[src/plob_pkg.sv]
package plob_pkg;

   // field widths
   localparam int LEVEL_W    = 6;
   localparam int QTY_W      = 31;
   localparam int IN_QTY_W   = 32;
   localparam int LEVELS_DEF = 64;

   localparam logic [QTY_W-1:0] QTY_MAX = '1;

   // request commands
   localparam logic [1:0] CMD_SET   = 2'd0;
   localparam logic [1:0] CMD_ADD   = 2'd1;
   localparam logic [1:0] CMD_ORDER = 2'd2;
   localparam logic [1:0] CMD_QUERY = 2'd3;

   // response kinds
   localparam logic [1:0] KIND_FILL  = 2'd0;
   localparam logic [1:0] KIND_ACK   = 2'd1;
   localparam logic [1:0] KIND_QUOTE = 2'd2;

   // book sides, also the memory select
   localparam logic SIDE_BID   = 1'b0;
   localparam logic SIDE_OFFER = 1'b1;

   // memory control from the sequencer
   typedef struct packed {
      logic rd_sel;
      logic wr_en;
      logic wr_sel;
   } mem_ctl_type;

endpackage

[src/plob_level_mem.sv]
module plob_level_mem
   import plob_pkg::*;
#(
   parameter int DEPTH = LEVELS_DEF,
   parameter int AW    = $clog2(LEVELS_DEF)
) (
   input  logic             clock,
   input  logic             reset,
   input  logic [AW-1:0]    raddr,
   input  logic             wr_en,
   input  logic [AW-1:0]    waddr,
   input  logic [QTY_W-1:0] wdata,
   output logic [QTY_W-1:0] rdata
);

   logic [QTY_W-1:0] mem_ff [DEPTH];
   logic [DEPTH-1:0] valid_ff;
   logic [QTY_W-1:0] rdata_ff;
   logic             rvalid_ff;

   // per-entry valid bits, an unwritten level reads as zero
   always_ff @(posedge clock) begin
      if (reset) begin
         valid_ff <= '0;
      end else if (wr_en) begin
         valid_ff[waddr] <= 1'b1;
      end
   end

   // storage with registered read
   always_ff @(posedge clock) begin
      if (wr_en) begin
         mem_ff[waddr] <= wdata;
      end
      rdata_ff  <= mem_ff[raddr];
      rvalid_ff <= valid_ff[raddr];
   end

   assign rdata = rvalid_ff ? rdata_ff : '0;

endmodule

[config.mk]
export PLATFORM = sky130hd
export DESIGN_NAME = plob_level_mem
export DESIGN_NICKNAME = d
export VERILOG_FILES = /design/src/plob_pkg.sv /design/src/plob_level_mem.sv
export SDC_FILE = /design/constraint.sdc
export NUM_CORES = 2
export LEC_CHECK = 0
export BUFFER_PORTS_ARGS = -buffer_cell sky130_fd_sc_hd__buf_2
export CAP_MARGIN = 25
export CORE_MARGIN = 5
export CORE_UTILIZATION = 35
export DETAILED_ROUTE_END_ITERATION = 12
export PLACE_DENSITY = 0.6
export SLEW_MARGIN = 20
export SYNTH_ARGS = -nofsm -noshare
export SYNTH_HDL_FRONTEND = slang
export SYNTH_SLANG_ARGS = --single-unit
[constraint.sdc]
create_clock -name clock -period 11.97 [get_ports clock]
set_input_delay 2.394 -clock clock [delete_from_list [all_inputs] [get_ports clock]]
set_output_delay 2.394 -clock clock [all_outputs]
set_load 0.1 [all_outputs]
==> results.ini <==
[layout]
stdcell_count=6936
nets=3840
fillers=19343
synthToLayoutAreaGrowth_pct=14.1
drive_gt1_share_pct=27.2

[yosys]
syn-instance-count=3580
ys_ff_latch=2080
synth.most_common_cell=edfxtp_1
synth_common_cells=edfxtp_1 (1984), mux4_2 (491), nor2_1 (200), o22ai_1 (118), dfxtp_1 (96)
netlist_area_um2=78500
synthDistinctLibCells=38
synth-seq-area-share_pct=78.3
synth_area_leaders=edfxtp_1 (76%), mux4_2 (14%), dfxtp_1 (2.4%), nor2_1 (0.96%), o22ai_1 (0.94%)
synthFlopType=edfxtp_1
yosys_warnings=0
synth-edff-count=1984
synth-async-reset-ratio_pct=0
yosys.area.top_type=edfxtp_1
syn_avg_cell_area_um2=21.9
synth_top_area_share_pct=75.9
synth_fp_nets=3626

[clocking]
cts.sinks=2080
post_cts_buffers=0
clkTransAtPathRegs_ns=0.06
clk_latency_ns=0.84
cts_buffers=200
clock_path_buffers=3
cts_tree=yes
cts_max_level=4
hold_buffers=0
post_cts_resize_count=0
clockRootBuffer=clkbuf_16

[status]
outcome=complete, no violations

[critical_path]
crit_fanout=76
worstPathRequired_ns=12.75
worstSetupPathType=in2reg
critPathLaunchType=input port
cp_data_arrival_time_ns=6.04
cp-end-kind=flop

[route]
drt-vias-per-instance=5.54
post-route-drc-count=0
dr.pass1.iters=5
drt_iter0_markers=4746
detail-route-antenna-nets=0
wl_um=208000
vias=38445
drt-wirelength-per-cell_um=30.0

[sta]
fmax_mhz=190
maxSlewViolCount=0
tightestPinTransition_ns=1.06
period_needed_ns=5.25
hold_viol_final=0
tns_ns=0
final-setup-viol-count=0
fin_crit_sh_pct=43.9
slew_headroom_pct=28.5
rsz0062_at_grt=false
finalClockSkew_ns=0.0304

[pwr]
ir_worst_vdd_mv=0.133
leakagePower_nw=27.6
power.density_nw_per_um2=167

[grt]
grt_pass1_vias=38716
grt_overflow=0
grt_pass1_wl_um=297000
grt_max_degree=96
grtUsageTotal_pct=17.6
antenna_found_initial=19

[placement]
numPortBuffers=76
placed_cells=6564
dp_hpwl_um=114000
gp_congestion=0.756

[floorplanning]
dieArea_um2=234000
io-pin-count=77
die_y_um=484
start_util_pct=35.3
dieWidth_um=484
num_rows=173
core_um2=223000

[flow_run]
max-cap-violations=0

[min_path]
hold_path_class=reg2reg

-- worst max-delay path, cell delays in order --
cell and delay [ns]:
buf_8 0.50, buf_4 0.77, buf_4 0.84, mux4_2 0.35
mux2_2 0.16, o21ai_0 0.08, o22ai_1 0.59, o21a_1 0.21
-- final cells by class --
type / count / area, µm² / area share (%)
Tap cell: 2975 / 3720 / 4.16
Antenna cell: 6 / 15.0 / 0.0168
Multi-Input combinational cell: 1302 / 16400 / 18.3
Clock buffer: 260 / 5390 / 6.02
Timing Repair Buffer: 210 / 1640 / 1.83
Sequential cell: 2080 / 61500 / 68.7
Clock inverter: 103 / 866 / 0.967
-- cell families (layout without fill, tap and decap cells) --
group,count (synthesis),after routing,share of synthesized area (%)
compound gates,324,324,2.81
buf+inv,198,573,1.38
flops,2080,2080,78.3
mux,565,565,15.1
other cells,0,6,0
simple gates,413,413,2.43
-- metal layers --
metal	global-route usage, %	part of all wire [%]	vias to the layer above
met3	3.28	8.0	320
met5	0	0	-
li1	-	-	15524
met1	24.9	42	20914
met4	5.36	2.8	0
met2	27.7	48	1687
-- worst paths after layout --
path | from | to | slack, ns | depth (start not counted)
min | valid_ff[22]$_SDFFE_PP0P_ | valid_ff[22]$_SDFFE_PP0P_ | 0.47 | 2
max | raddr[2] | rdata_ff[13]$_DFF_P_ | 6.72 | 8
min reg2reg | valid_ff[22]$_SDFFE_PP0P_ | valid_ff[22]$_SDFFE_PP0P_ | 0.47 | 2
max reg2reg | mem_ff[48][2]$_DFFE_PP_ | rdata_ff[2]$_DFF_P_ | 9.67 | 5
-- sequential cells by signal, indices dropped and copies added (netlist names) --
register,count
mem_ff,1984
rdata_ff,31
rvalid_ff,1
valid_ff,64
-- placed cells by master, fill, tap and decap left out, types with 5 or more instances in the layout --
master,n
and3_1,5
mux2i_1,58
a22oi_1,49
o21ai_0,28
dfxtp_1,95
nand2_1,46
clkinv_2,32
a31oi_1,25
o21a_1,15
and2_1,35
buf_12,15
buf_4,130
mux4_2,491
bufinv_16,13
nor2_1,139
mux2_2,16
nor3_2,5
nand2b_1,13
or2_2,7
a211oi_1,19
edfxtp_1,1984
nor3_1,8
clkbuf_16,203
o211a_1,8
clkbuf_1,47
buf_2,61
nor2b_1,28
o221ai_1,27
diode_2,6
clkbuf_8,10
a21oi_1,22
nand3_1,34
nor2_4,61
clkinv_1,46
o22ai_1,118
nor4_1,18
-- metrics by stage --
stage / area (µm²) / util [%] / hold slack [ns] / power [mW] / worst slack (ns)
6_report: 89600 / 40.2 / 0.468 / 14.9 / 6.72
3_3_place_gp: 83000 / 37.3 / 0.443 / 9.00 / 5.70
4_1_cts: 89500 / 40.2 / 0.467 / 15.0 / 6.62
5_1_grt: 89600 / 40.2 / 0.493 / 15.4 / 6.62
3_5_place_dp: 83200 / 37.4 / 0.454 / 9.01 / 5.74
2_1_floorplan: 78500 / - / 0.435 / 8.67 / 6.45
-- report_power, final --
| group | internal [mW] | leakage, nW | switching [mW] |
|---|---|---|---|
| clock | 3.44 | 3.07 | 2.64 |
| combinational | 0.257 | 5.87 | 0.527 |
| sequential | 8.03 | 18.6 | 0.0370 |
Note: power is estimated with default switching activity, not from simulation.
